$ cat src/rtl/cpu_alu_and_bit_unit_8bit_core_macros.svh
// Assertion macros for the ALU and bit unit RTL, included by the top level.
// Defining ASSERT_OFF turns every assertion into an empty statement.
`ifndef CPU_ALU_AND_BIT_UNIT_8BIT_CORE_MACROS_SVH
`define CPU_ALU_AND_BIT_UNIT_8BIT_CORE_MACROS_SVH

`ifndef ASSERT_OFF
`define CABU8_ASSERT(label, prop, msg) \
	label: assert property (@(posedge clk) disable iff (!arst_n) prop) else $error(msg);
`define CABU8_ASSERT_ALWAYS(label, prop, msg) \
	label: assert property (@(posedge clk) prop) else $error(msg);
`else
`define CABU8_ASSERT(label, prop, msg)
`define CABU8_ASSERT_ALWAYS(label, prop, msg)
`endif

`endif

$ cat src/rtl/cabu8_pkg.sv
// Types and constants of the 8-bit ALU and CB bit unit.
// Used by every module of the block; depends on nothing.
package cabu8_pkg;

	localparam logic [3:0] MODE_ADD = 4'd0;
	localparam logic [3:0] MODE_ADC = 4'd1;
	localparam logic [3:0] MODE_SUB = 4'd2;
	localparam logic [3:0] MODE_SBC = 4'd3;
	localparam logic [3:0] MODE_AND = 4'd4;
	localparam logic [3:0] MODE_XOR = 4'd5;
	localparam logic [3:0] MODE_OR  = 4'd6;
	localparam logic [3:0] MODE_CP  = 4'd7;
	localparam logic [3:0] MODE_INC = 4'd8;
	localparam logic [3:0] MODE_DEC = 4'd9;
	localparam logic [3:0] MODE_CB  = 4'd10;

	localparam int FLAG_Z = 3;
	localparam int FLAG_N = 2;
	localparam int FLAG_H = 1;
	localparam int FLAG_C = 0;

	localparam logic [1:0] CB_GRP_SHIFT = 2'd0;
	localparam logic [1:0] CB_GRP_BIT   = 2'd1;
	localparam logic [1:0] CB_GRP_RES   = 2'd2;
	localparam logic [1:0] CB_GRP_SET   = 2'd3;

	localparam logic [2:0] CB_RLC  = 3'd0;
	localparam logic [2:0] CB_RRC  = 3'd1;
	localparam logic [2:0] CB_RL   = 3'd2;
	localparam logic [2:0] CB_RR   = 3'd3;
	localparam logic [2:0] CB_SLA  = 3'd4;
	localparam logic [2:0] CB_SRA  = 3'd5;
	localparam logic [2:0] CB_SWAP = 3'd6;
	localparam logic [2:0] CB_SRL  = 3'd7;

	typedef struct packed {
		logic [3:0] mode;
		logic [7:0] operand_a;
		logic [7:0] operand_b;
		logic [3:0] flags_in;
	} req_t;

	typedef struct packed {
		logic [7:0] result;
		logic [3:0] flags_out;
		logic       result_written;
	} rsp_t;

	function automatic logic [3:0] pack_flags(input logic z, input logic n,
		input logic h, input logic c);
		return {z, n, h, c};
	endfunction

endpackage

$ cat src/rtl/cabu8_cb.sv
// CB-prefix unit: rotates, shifts, SWAP, BIT, RES and SET on one byte.
// Uses cabu8_pkg for the response type and group codes.
module cabu8_cb
	import cabu8_pkg::*;
(
	input  logic [7:0] a,
	input  logic [7:0] op,
	input  logic [3:0] flags,
	output rsp_t       rsp
);

	logic [2:0] sel;
	logic [1:0] grp;
	logic       cin;
	logic [7:0] mask;
	logic [7:0] r;
	logic       c;

	assign sel  = op[5:3];
	assign grp  = op[7:6];
	assign cin  = flags[FLAG_C];
	assign mask = 8'd1 << sel;

	always_comb begin
		unique case (sel)
			CB_RLC: begin
				r = {a[6:0], a[7]};
				c = a[7];
			end
			CB_RRC: begin
				r = {a[0], a[7:1]};
				c = a[0];
			end
			CB_RL: begin
				r = {a[6:0], cin};
				c = a[7];
			end
			CB_RR: begin
				r = {cin, a[7:1]};
				c = a[0];
			end
			CB_SLA: begin
				r = {a[6:0], 1'b0};
				c = a[7];
			end
			CB_SRA: begin
				r = {a[7], a[7:1]};
				c = a[0];
			end
			CB_SWAP: begin
				r = {a[3:0], a[7:4]};
				c = 1'b0;
			end
			CB_SRL: begin
				r = {1'b0, a[7:1]};
				c = a[0];
			end
			default: begin
				r = a;
				c = 1'b0;
			end
		endcase
	end

	always_comb begin
		unique case (grp)
			CB_GRP_BIT: begin
				rsp.result         = a;
				rsp.flags_out      = pack_flags((a & mask) == 8'd0, 1'b0, 1'b1, cin);
				rsp.result_written = 1'b0;
			end
			CB_GRP_RES: begin
				rsp.result         = a & ~mask;
				rsp.flags_out      = flags;
				rsp.result_written = 1'b1;
			end
			CB_GRP_SET: begin
				rsp.result         = a | mask;
				rsp.flags_out      = flags;
				rsp.result_written = 1'b1;
			end
			default: begin
				rsp.result         = r;
				rsp.flags_out      = pack_flags(r == 8'd0, 1'b0, 1'b0, c);
				rsp.result_written = 1'b1;
			end
		endcase
	end

endmodule

$ cat src/rtl/cabu8_alu.sv
// Byte ALU: add, subtract, logic, compare, increment and decrement, with
// the CB group handed to cabu8_cb. Uses cabu8_pkg for types and codes.
module cabu8_alu
	import cabu8_pkg::*;
(
	input  req_t req,
	output rsp_t rsp
);

	logic       cin;
	logic       k_add;
	logic       k_sub;
	logic [8:0] sum;
	logic [4:0] sum_lo;
	logic [8:0] diff;
	logic [4:0] diff_lo;
	logic [7:0] inc;
	logic [7:0] dec;
	logic [7:0] a;
	logic [7:0] b;
	rsp_t       cb_rsp;

	assign a     = req.operand_a;
	assign b     = req.operand_b;
	assign cin   = req.flags_in[FLAG_C];
	assign k_add = (req.mode == MODE_ADC) ? cin : 1'b0;
	assign k_sub = (req.mode == MODE_SBC) ? cin : 1'b0;

	assign sum     = {1'b0, a} + {1'b0, b} + {8'd0, k_add};
	assign sum_lo  = {1'b0, a[3:0]} + {1'b0, b[3:0]} + {4'd0, k_add};
	assign diff    = {1'b0, a} - {1'b0, b} - {8'd0, k_sub};
	assign diff_lo = {1'b0, a[3:0]} - {1'b0, b[3:0]} - {4'd0, k_sub};
	assign inc     = a + 8'd1;
	assign dec     = a - 8'd1;

	cabu8_cb u_cb (
		.a     (a),
		.op    (b),
		.flags (req.flags_in),
		.rsp   (cb_rsp)
	);

	always_comb begin
		rsp.result         = a;
		rsp.flags_out      = req.flags_in;
		rsp.result_written = 1'b0;
		unique case (req.mode)
			MODE_ADD, MODE_ADC: begin
				rsp.result         = sum[7:0];
				rsp.flags_out      = pack_flags(sum[7:0] == 8'd0, 1'b0, sum_lo[4], sum[8]);
				rsp.result_written = 1'b1;
			end
			MODE_SUB, MODE_SBC: begin
				rsp.result         = diff[7:0];
				rsp.flags_out      = pack_flags(diff[7:0] == 8'd0, 1'b1, diff_lo[4], diff[8]);
				rsp.result_written = 1'b1;
			end
			MODE_CP: begin
				rsp.flags_out = pack_flags(diff[7:0] == 8'd0, 1'b1, diff_lo[4], diff[8]);
			end
			MODE_AND: begin
				rsp.result         = a & b;
				rsp.flags_out      = pack_flags((a & b) == 8'd0, 1'b0, 1'b1, 1'b0);
				rsp.result_written = 1'b1;
			end
			MODE_XOR: begin
				rsp.result         = a ^ b;
				rsp.flags_out      = pack_flags((a ^ b) == 8'd0, 1'b0, 1'b0, 1'b0);
				rsp.result_written = 1'b1;
			end
			MODE_OR: begin
				rsp.result         = a | b;
				rsp.flags_out      = pack_flags((a | b) == 8'd0, 1'b0, 1'b0, 1'b0);
				rsp.result_written = 1'b1;
			end
			MODE_INC: begin
				rsp.result         = inc;
				rsp.flags_out      = pack_flags(inc == 8'd0, 1'b0, inc[3:0] == 4'h0, cin);
				rsp.result_written = 1'b1;
			end
			MODE_DEC: begin
				rsp.result         = dec;
				rsp.flags_out      = pack_flags(dec == 8'd0, 1'b1, dec[3:0] == 4'hF, cin);
				rsp.result_written = 1'b1;
			end
			MODE_CB: begin
				rsp = cb_rsp;
			end
			default: begin
				rsp.result         = a;
				rsp.flags_out      = req.flags_in;
				rsp.result_written = 1'b0;
			end
		endcase
	end

endmodule

$ cat src/rtl/cpu_alu_and_bit_unit_8bit_core.sv
// Eight-bit CPU ALU and CB bit unit. One request can be accepted every
// clock cycle while req_stall is low; each request passes an input
// register, one pass of combinational ALU logic and a result register
// that drives rsp. The result register holds a response while rsp_stall
// is high and the input register keeps taking a request behind it, so
// req_stall rises only when both registers are full and the response
// side is stalled. Instantiates cabu8_alu; uses cabu8_pkg and the macro
// header.
`include "cpu_alu_and_bit_unit_8bit_core_macros.svh"

module cpu_alu_and_bit_unit_8bit_core
	import cabu8_pkg::*;
(
	input  logic clk,
	input  logic arst_n,
	input  logic req_valid,
	output logic req_stall,
	input  req_t req,
	output logic rsp_valid,
	input  logic rsp_stall,
	output rsp_t rsp
);

	logic valid_s1;
	logic valid_s2;
	req_t req_s1;
	rsp_t rsp_s2;
	rsp_t alu_rsp;
	logic en_s1;
	logic en_s2;

	assign en_s2     = !valid_s2 || !rsp_stall;
	assign en_s1     = !valid_s1 || en_s2;
	assign req_stall = !en_s1;
	assign rsp_valid = valid_s2;
	assign rsp       = rsp_s2;

	cabu8_alu u_alu (
		.req (req_s1),
		.rsp (alu_rsp)
	);

	always_ff @(posedge clk or negedge arst_n) begin
		if (!arst_n) begin
			valid_s1 <= 1'b0;
			valid_s2 <= 1'b0;
		end else begin
			if (en_s1) begin
				valid_s1 <= req_valid;
			end
			if (en_s2) begin
				valid_s2 <= valid_s1;
			end
		end
	end

	always_ff @(posedge clk) begin
		if (en_s1 && req_valid) begin
			req_s1 <= req;
		end
		if (en_s2 && valid_s1) begin
			rsp_s2 <= alu_rsp;
		end
	end

	`CABU8_ASSERT(a_stall_needs_item, req_stall |-> (valid_s1 && valid_s2), "stall while not full")
	`CABU8_ASSERT(a_rsp_held, (valid_s2 && rsp_stall) |=> valid_s2, "stalled response dropped")
	`CABU8_ASSERT(a_s1_advances, (valid_s1 && en_s2) |=> valid_s2, "request lost between stages")
	`CABU8_ASSERT_ALWAYS(a_reset_empty, !arst_n |=> (!valid_s1 && !valid_s2), "reset left requests")

endmodule
$ cat config.mk
export PLATFORM = sky130hd
export DESIGN_NAME = cpu_alu_and_bit_unit_8bit_core
export DESIGN_NICKNAME = d
export VERILOG_FILES = /design/src/rtl/cabu8_pkg.sv /design/src/rtl/cabu8_cb.sv /design/src/rtl/cabu8_alu.sv /design/src/rtl/cpu_alu_and_bit_unit_8bit_core.sv
export VERILOG_INCLUDE_DIRS = /design/src /design/src/rtl
export SDC_FILE = /design/constraint.sdc
export NUM_CORES = 1
export LEC_CHECK = 0
export ABC_AREA = 1
export BUFFER_PORTS_ARGS = -buffer_cell sky130_fd_sc_hd__buf_2
export CAP_MARGIN = 20
export CELL_PAD_IN_SITES_DETAIL_PLACEMENT = 1
export CELL_PAD_IN_SITES_GLOBAL_PLACEMENT = 1
export CORE_ASPECT_RATIO = 0.8
export CORE_MARGIN = 4
export CORE_UTILIZATION = 44
export DETAILED_ROUTE_END_ITERATION = 12
export HOLD_SLACK_MARGIN = 0.15
export PLACE_DENSITY_LB_ADDON = 0.1
export SYNTH_ARGS = -nofsm -noshare
export SYNTH_HDL_FRONTEND = slang
export SYNTH_SLANG_ARGS = --single-unit
$ cat constraint.sdc
create_clock -name clk -period 3.7 [get_ports clk]
set_input_delay 0.74 -clock clk [delete_from_list [all_inputs] [get_ports clk]]
set_output_delay 0.74 -clock clk [all_outputs]
set_load 0.05 [all_outputs]
==> results.sh, run 1 <==
export IMPL_hold_viol=0
export IMPL_cts_setup_buffers=0
export IMPL_clock_sinks=39
export IMPL_drv_slew=0
export IMPL_cts_resized=0
export IMPL_slew_headroom_pct=43.1
export IMPL_seq_power_share_pct=31.3
export IMPL_worstPathRequired_ps=3860
export IMPL_rr_endpoint="rsp[4]"
export IMPL_grt_use_total_pct=28.0
export IMPL_synth_edff_count=37
export IMPL_diodes=0
export IMPL_switching_share_pct=38.5
export IMPL_drive_above_1_share_pct=13.8
export IMPL_post_drt_wl_per_cell_um=20.2
export IMPL_final_setup_tns_ps=0
export IMPL_post_route_period_util_pct=82.2
export IMPL_switching_power_mw=0.706
export IMPL_ys_warn_count=0
export IMPL_synth_top_flop_cell="edfxtp_1"
export IMPL_crit_buf_inv=2
export IMPL_numCtsBuffers=5
export IMPL_dr_total_vias=4335
export IMPL_clockBufferDepth=2
export IMPL_rsz0062_at_grt="no"
export IMPL_finalSetupViolCount=0
export IMPL_dp_hpwl_um=12000
export IMPL_end_kind="flip-flop"
export IMPL_worst_r2r_cell_count=17
export IMPL_final_min_clock_period_ps=3040
export IMPL_drc=0
export IMPL_cts_tree="built"
export IMPL_syn_nets=639
export IMPL_outcome="complete, no violations"
export IMPL_clkLatencyLatePin_ps=300
export IMPL_path_depth=17
export IMPL_setup_worst_path_start_class="flip-flop"
export IMPL_fin_ws_ps=659
export IMPL_nets=689
export IMPL_viasPerCell=5.87
export IMPL_first_pass_iters=6
export IMPL_clkPwrFrac_pct=31.5
export IMPL_syn2layout_area_growth_pct=13.6
export IMPL_die_w_um=115
export IMPL_crit_chain="nor2_1 > nand4_1 > fa_1 > fa_1 > inv_1 > nand2_1 > nand2_1 > nand2_1 > inv_1 > nand2_1 > nand2_1 > nand3_1 > nor2_1 > nand3_1 > nand2_1 > nor2_1 > nand3_1"
export IMPL_fp_dieArea_mm2=0.0108
export IMPL_grt_overflow=0
export IMPL_syn_instance_count=572
export IMPL_powerDensity_mw_per_mm2=399
export IMPL_ys_seq_area_share_pct=28.7
export IMPL_clock_root_buffer="clkbuf_16"
export IMPL_reg2reg_from="req_s1[23]"
export IMPL_place_inst=730
export IMPL_row_count=31
export IMPL_critPathMaxFanout=6
export IMPL_critPathTopFamily="simple AND/OR/NAND/NOR gates"
export IMPL_path_clk_slew_ps=70
export IMPL_grt_pass1_wl_um=23200
export IMPL_htree_levels=2
export IMPL_ant_nets=0
export IMPL_drv_cap=0
export IMPL_grt_max_degree=25
export IMPL_syn_mean_instance_area_um2=7.07
export IMPL_synthDistinctLibCells=46
export IMPL_hp_class="in -> async"
export IMPL_gp_congestion=0.990
export IMPL_die_height_um=93.8
export IMPL_drt_iter0_drc=311
export IMPL_p_int_mw=1.13
export IMPL_critical_path_slowest_cell="edfxtp_1"
export IMPL_p_leak_nw=2.24
export IMPL_max_stage_delay_ps=470
export IMPL_ctsHoldBuffers=0
export IMPL_synthArstFlopShare_pct=5.13
export IMPL_comb_power_share_pct=37.2
export IMPL_path_common_cell="nand2_1"
export IMPL_pin_count=43
export IMPL_finalNonFillerCells=738
export IMPL_port_buffers=42
export IMPL_post_place_ws_ps=710
export IMPL_grt_pass1_vias=4293
export IMPL_initial_utilization_pct=45.0
export IMPL_arrival_ps=3200
export IMPL_ys_seq_elements=39
export IMPL_antenna_found_initial=0
export IMPL_netlist_area_mm2=0.00405
export IMPL_dpl_cell_area_mm2=0.00441
export IMPL_finClkSkew_ps=12.8
export IMPL_critPathKind="reg -> reg"
export IMPL_drt_total_wl_um=14900
export IMPL_fmax_mhz=329
export IMPL_coreArea_mm2=0.00900
export IMPL_fin_area_mm2=0.00460
export IMPL_ir_drop_v=0.000236
export IMPL_tightest_slew_ps=853
export IMPL_r2r_slack_ps=660
synthesized netlist by cell type, drive strengths merged (6+ instances only):
library cell  instances  area share [%]
o21ai                20             2.5
a21oi                19             2.4
nand2               156              15
ha                   35              11
o22ai                 8             1.2
nand3                48             6.1
edfxtp               37              27
or2                   6            0.93
buf                  14             2.7
inv                  72             6.7
nor2                 67             6.6
nand4                27             4.2
xor2                 13             2.8
kinds of logic (layout without fill, tap and decap cells):
group           Yosys count  in the layout  synth area share (%)
simple gates            315            315                  34.1
flops                    39             39                  28.7
buf+inv                  92            143                  9.93
xor+xnor                 13             13                  2.81
compound gates           74             74                  11.7
fa+ha+maj                39             39                  12.8
registers in the layout (all words and copies together), names as in the netlist:
signal	flops
rsp_valid	1
valid_s1	1
req_s1	24
rsp	13
routing by layer:
layer | share of wire, % | global-route usage [%] | up-vias
li1 | - | - | 2027
met4 | 1.4 | 5.28 | 0
met3 | 10 | 6.89 | 22
met5 | 0 | 0 | -
met2 | 43 | 42.1 | 209
met1 | 45 | 40.9 | 2077
stage by stage:
stage	util, %	hold WS, ps	power, mW
after CTS	51.1	212	1.82
final	51.1	208	1.84
after global placement	49.0	452	1.23
after detailed placement	49.0	468	1.25
after global routing	51.1	211	1.91
after floorplan	-	433	1.04
layout make-up:
type / count / area (um^2)
Inverter: 77 / 290
Tap cell: 115 / 144
Fill cell: 1170 / 4400
Sequential cell: 39 / 1160
Clock inverter: 2 / 60.1
Timing Repair Buffer: 58 / 330
Clock buffer: 6 / 129
Multi-Input combinational cell: 441 / 2480
cell usage in the layout (no fill, tap or decap), types with 19 or more instances in the layout:
| master | count |
|---|---|
| inv_1 | 66 |
| nor2_1 | 63 |
| nand2_1 | 155 |
| o21ai_0 | 19 |
| nand4_1 | 27 |
| ha_1 | 35 |
| edfxtp_1 | 37 |
| buf_2 | 42 |
| nand3_1 | 47 |
| a21oi_1 | 19 |
power groups by stage:
stage	Clock (mW)	Sequential (mW)	Combinational [mW]
after floorplan	0	0.651	0.392
after global placement	0	0.579	0.647
after detailed placement	0	0.582	0.664
after CTS	0.576	0.573	0.669
after global routing	0.595	0.578	0.741
final	0.578	0.574	0.683
worst max path at each step:
stage	from	end	slack [ps]
after CTS	req_s1[23]	rsp[4]	690
final	req_s1[23]	rsp[4]	660
after global routing	req_s1[23]	rsp[4]	420
after global placement	req_s1[23]	rsp[4]	840
after floorplan	req_s1[23]	rsp[2]	1100
after detailed placement	req_s1[23]	rsp[4]	710
worst reg2reg max path, stage by stage (launching register included):
cell      delay (ps)
edfxtp_1         470
nor2_1           330
nand4_1          170
fa_1             440
fa_1             460
inv_1             90
nand2_1           70
nand2_1           70
nand2_1           90
inv_1             90
nand2_1           80
nand2_1           80
nand3_1           70
nor2_1           120
nand3_1           80
nand2_1           90
nor2_1            40
nand3_1           90
No activity file was read; power rests on OpenSTA's default activity.
==> run 2, diff against run 1 <==
==> constraint.sdc (replaced) <==
create_clock -name clk -period 2.96 [get_ports clk]
set_input_delay 0.592 -clock clk [delete_from_list [all_inputs] [get_ports clk]]
set_output_delay 0.592 -clock clk [all_outputs]
set_load 0.05 [all_outputs]
==> run 2 against run 1 <==
Core utilization increased by 0.88 points. Clock skew decreased by 5.7 ps. Maximum frequency rose by 8.7%. Sequential share of layout area shrank 0.43 points. Die area unchanged. Hold slack improved by 270 ps. Critical path type unchanged.
==> results.sh, run 2 (same netlist as run 1, synthesis figures left out) <==
export IMPL_critPathMaxFanout=6
export IMPL_clock_sinks=39
export IMPL_finalNonFillerCells=751
export IMPL_finClkSkew_ps=7.10
export IMPL_path_clk_slew_ps=70
export IMPL_grt_overflow=0
export IMPL_crit_chain="nor2_2 > nand3_1 > fa_1 > fa_1 > inv_1 > nand2_1 > nand2_1 > xor2_1 > nand2_1 > nor2_1 > nand3_1 > nand2_1 > nor2_1 > nand3_1"
export IMPL_fin_total_pwr_mw=2.17
export IMPL_regMostFlops="req_s1"
export IMPL_setup_worst_path_start_class="flip-flop"
export IMPL_ir_drop_v=0.000350
export IMPL_tightest_slew_ps=865
export IMPL_viasPerCell=5.89
export IMPL_dr_total_vias=4425
export IMPL_max_stage_delay_ps=480
export IMPL_drv_slew=0
export IMPL_p_leak_nw=2.29
export IMPL_fmax_mhz=357
export IMPL_final_setup_tns_ps=0
export IMPL_initial_utilization_pct=45.0
export IMPL_antenna_found_initial=0
export IMPL_grt_use_total_pct=29.9
export IMPL_powerDensity_mw_per_mm2=465
export IMPL_grt_max_degree=25
export IMPL_dp_hpwl_um=12900
export IMPL_critical_path_slowest_cell="fa_1"
export IMPL_hold_ws_ps=474
export IMPL_final_min_clock_period_ps=2800
export IMPL_post_drt_wl_per_cell_um=21.2
export IMPL_drt_total_wl_um=15900
export IMPL_diodes=0
export IMPL_numCtsBuffers=5
export IMPL_layout_commonest_cell="nand2_1"
export IMPL_dpl_cell_area_mm2=0.00449
export IMPL_critPathKind="reg -> reg"
export IMPL_coreArea_mm2=0.00900
export IMPL_ant_nets=0
export IMPL_largest_register_ffs=24
export IMPL_first_pass_iters=5
export IMPL_finalSetupViolCount=0
export IMPL_fin_ws_ps=162
export IMPL_die_height_um=93.8
export IMPL_drive_above_1_share_pct=16.0
export IMPL_path_common_cell="nand2_1"
export IMPL_cts_tree="built"
export IMPL_drc=0
export IMPL_end_kind="flip-flop"
export IMPL_outcome="complete, no violations"
export IMPL_htree_levels=2
export IMPL_place_inst=741
export IMPL_clockBufferDepth=2
export IMPL_nets=702
export IMPL_final_cell_mix="nand2_1 (155), inv_1 (66), nor2_1 (61), nand3_1 (47), buf_2 (42)"
export IMPL_syn2layout_area_growth_pct=15.6
export IMPL_gp_congestion=0.982
export IMPL_arrival_ps=2950
export IMPL_drt_iter0_drc=414
export IMPL_worstPathRequired_ps=3110
export IMPL_grt_pass1_wl_um=24600
export IMPL_pin_count=43
export IMPL_hp_class="in -> reg"
export IMPL_row_count=31
export IMPL_final_util_pct=52.0
export IMPL_post_route_period_util_pct=94.5
export IMPL_grt_pass1_vias=4414
export IMPL_port_buffers=42
export IMPL_post_place_ws_ps=143
export IMPL_die_w_um=115
export IMPL_drv_cap=0
export IMPL_clkLatencyLatePin_ps=290
export IMPL_fp_dieArea_mm2=0.0108
export IMPL_fin_area_mm2=0.00468
export IMPL_slew_headroom_pct=42.3
export IMPL_hold_viol=0
export IMPL_clock_root_buffer="clkbuf_16"
run 2: cell types whose count changed in the layout (fill, tap and decap cells not counted), sizes merged:
cell,before,now
dlygate4sd3,0,1
bufinv,2,0
clkinvlp,0,1
buf,58,70
clkinv,5,6
run 2: where the power goes:
part	switching [mW]	internal, mW	total, mW
registers	0.0360	0.678	0.714
logic	0.620	0.267	0.887
clock network	0.236	0.337	0.573
run 2: repair_timing:
item,CTS,global route
setup buffers,0,1
hold buffers,1,0
endpoints found under the setup margin,0,5
gates resized for setup,0,4
hold endpoints to repair,2,0
run 2: worst max-delay path, delay by kind of cell (launching register included):
kind / cells / cell delay, ps
XOR/XNOR: 1 / 220
adder cells (fa/ha/maj): 2 / 900
flip-flops: 1 / 470
AND/OR/NAND/NOR: 10 / 970
buffers and inverters: 1 / 110
run 2: path summary, 6_finish.rpt:
kind	start	endpoint	slack, ps	depth (start not counted)
hold reg to reg	valid_s1	rsp_valid	490	2
hold / removal	req[9]	req_s1[9]	470	1
setup reg to reg	req_s1[21]	rsp[4]	160	14
max in group asynchronous	arst_n	rsp_valid	2230	2
setup / recovery	req_s1[21]	rsp[4]	160	14
min in group asynchronous	arst_n	valid_s1	630	2
run 2: final cells by class:
type,count,area [um^2]
inverter,77,290
sequential,39,1160
timing repair buffer,71,430
fill,1215,4320
tap,115,144
clock buffer,6,139
clock inverter,2,16.3
multi-input combinational,441,2500
run 2: metal layers:
metal / GRT usage [%] / up-vias / wire, um
met2: 44.4 / 213 / 6870
met1: 45.5 / 2133 / 7370
met4: 7.62 / 0 / 350
met5: 0 / - / 0
li1: - / 2055 / -
met3: 4.12 / 24 / 1320
==> run 3, diff against run 2 <==
--- a/config.mk
+++ b/config.mk
@@ -9,14 +9,13 @@
 export ABC_AREA = 1
 export BUFFER_PORTS_ARGS = -buffer_cell sky130_fd_sc_hd__buf_2
 export CAP_MARGIN = 20
-export CELL_PAD_IN_SITES_DETAIL_PLACEMENT = 1
-export CELL_PAD_IN_SITES_GLOBAL_PLACEMENT = 1
 export CORE_ASPECT_RATIO = 0.8
 export CORE_MARGIN = 4
-export CORE_UTILIZATION = 44
+export CORE_UTILIZATION = 60
 export DETAILED_ROUTE_END_ITERATION = 12
+export GPL_TIMING_DRIVEN = 0
 export HOLD_SLACK_MARGIN = 0.15
-export PLACE_DENSITY_LB_ADDON = 0.1
+export PLACE_DENSITY = 0.93
 export SYNTH_ARGS = -nofsm -noshare
 export SYNTH_HDL_FRONTEND = slang
 export SYNTH_SLANG_ARGS = --single-unit
==> run 3 against run 2 <==
Core utilization grew 21 points. Wire length fell by 14%. Largest cell class unchanged. Non-clock buffer count rose by 3. Final area up 1.6%.
==> results.sh, run 3 (same netlist as run 1, synthesis figures left out) <==
export IMPL_post_drt_wl_per_cell_um=19.0
export IMPL_antenna_found_initial=0
export IMPL_post_route_period_util_pct=98.8
export IMPL_grt_max_degree=25
export IMPL_reg2reg_from="req_s1[23]"
export IMPL_drt_iter0_drc=700
export IMPL_fin_total_pwr_mw=2.12
export IMPL_path_clk_slew_ps=90
export IMPL_wl_met3_um=2190
export IMPL_pin_count=43
export IMPL_drv_cap=0
export IMPL_critPathKind="reg -> reg"
export IMPL_max_stage_delay_ps=480
export IMPL_drt_total_wl_um=13800
export IMPL_worstPathRequired_ps=3000
export IMPL_worst_r2r_cell_count=13
export IMPL_setup_worst_path_start_class="flip-flop"
export IMPL_fin_area_mm2=0.00475
export IMPL_ir_drop_v=0.000365
export IMPL_viasPerCell=6.32
export IMPL_syn2layout_area_growth_pct=17.4
export IMPL_coreArea_mm2=0.00647
export IMPL_finClkSkew_ps=10.5
export IMPL_clock_sinks=39
export IMPL_first_pass_iters=6
export IMPL_hold_depth=1
export IMPL_clkLatencyLatePin_ps=300
export IMPL_layout_commonest_cell="nand2_1"
export IMPL_die_height_um=81.5
export IMPL_port_buffers=42
export IMPL_hp_class="in -> reg"
export IMPL_numCtsBuffers=5
export IMPL_cts_tree="built"
export IMPL_p_leak_nw=2.31
export IMPL_diodes=0
export IMPL_drc=0
export IMPL_crit_start="req_s1[23]"
export IMPL_clock_root_buffer="clkbuf_8"
export IMPL_initial_utilization_pct=62.5
export IMPL_final_min_clock_period_ps=2930
export IMPL_dr_total_vias=4568
export IMPL_row_count=26
export IMPL_crit_chain="nor2_4 > nand4_1 > fa_2 > fa_2 > inv_1 > nand2_1 > nand2_1 > nand2_1 > inv_1 > nand2_1 > nand3_1 > nand3_2 > a211o_1"
export IMPL_grt_overflow=0
export IMPL_critPathMaxFanout=5
export IMPL_ant_nets=0
export IMPL_wirelength_met1_um=5650
export IMPL_min_from="req[2]"
export IMPL_path_common_cell="nand2_1"
export IMPL_gp_congestion=1.10
export IMPL_fp_dieArea_mm2=0.00813
export IMPL_finalSetupViolCount=0
export IMPL_fmax_mhz=342
export IMPL_critical_path_slowest_cell="edfxtp_1"
export IMPL_hold_viol=0
export IMPL_regMostFlops="req_s1"
export IMPL_end_kind="flip-flop"
export IMPL_hold_ws_ps=462
export IMPL_slew_headroom_pct=40.1
export IMPL_post_place_ws_ps=-155
export IMPL_grt_use_total_pct=33.7
export IMPL_final_setup_tns_ps=0
export IMPL_largest_register_ffs=24
export IMPL_clockBufferDepth=2
export IMPL_outcome="complete, no violations"
export IMPL_wl_met2_um=5660
export IMPL_die_w_um=99.8
export IMPL_tightest_slew_ps=894
export IMPL_drv_slew=0
export IMPL_fin_ws_ps=35.0
export IMPL_highest_layer="met4"
export IMPL_grt_pass1_vias=3854
export IMPL_nets=705
export IMPL_grt_pass1_wl_um=20900
export IMPL_powerDensity_mw_per_mm2=445
export IMPL_dp_hpwl_um=10600
export IMPL_drive_above_1_share_pct=19.2
export IMPL_dpl_cell_area_mm2=0.00437
export IMPL_htree_levels=2
export IMPL_arrival_ps=2960
export IMPL_final_cell_mix="nand2_1 (153), inv_1 (66), nor2_1 (61), buf_2 (47), nand3_1 (46)"
export IMPL_rsz0062_at_grt="yes"
[run 3: path summary, 6_finish.rpt]
path | slack (ps) | endpoint
min reg2reg | 480 | rsp_valid
max | 30 | rsp[2]
max reg2reg | 30 | rsp[2]
min | 460 | req_s1[2]
max in group asynchronous | 2270 | valid_s1
min in group asynchronous | 590 | rsp_valid
[run 3: timing repair]
item	4_1_cts	5_1_grt
hold buffers	1	0
gates resized for setup	6	25
endpoints found under the hold margin	2	0
buffers inserted	3	12
setup endpoints to repair	9	9
pin swaps	0	9
[run 3: layout make-up]
cell class	instances	area [um^2]
multi-input combinational	441	2610
inverter	77	298
clock inverter	2	38.8
tap	84	105
timing repair buffer	59	344
clock buffer	6	82.6
sequential	39	1160
fill	516	1720
buffer	15	111
[run 3: stage by stage]
| step | std cells | utilization, % |
|---|---|---|
| 6_report | 723 | 73.4 |
| 5_1_grt | 723 | 73.4 |
| 4_1_cts | 711 | 70.3 |
| 3_5_place_dp | 699 | 67.5 |
| 3_3_place_gp | 698 | 67.4 |
| 2_1_floorplan | 572 | - |
[run 3: routing by layer]
layer | vias to the layer above | track usage, %
met5 | - | 0
met4 | 0 | 6.41
met3 | 40 | 10.7
met2 | 369 | 49.1
met1 | 2102 | 49.2
li1 | 2057 | -
[run 3: critical path: cells and delay by family (launching register included)]
family          cells  cell delay [ps]
flops               1              480
simple gates        8              870
fa+ha+maj           2              830
compound gates      1              300
buf+inv             2              160
[run 3: where the power goes]
group          internal [mW]  switching [mW]
combinational          0.296           0.628
clock                  0.277           0.200
sequential             0.676          0.0386
total                   1.25           0.867
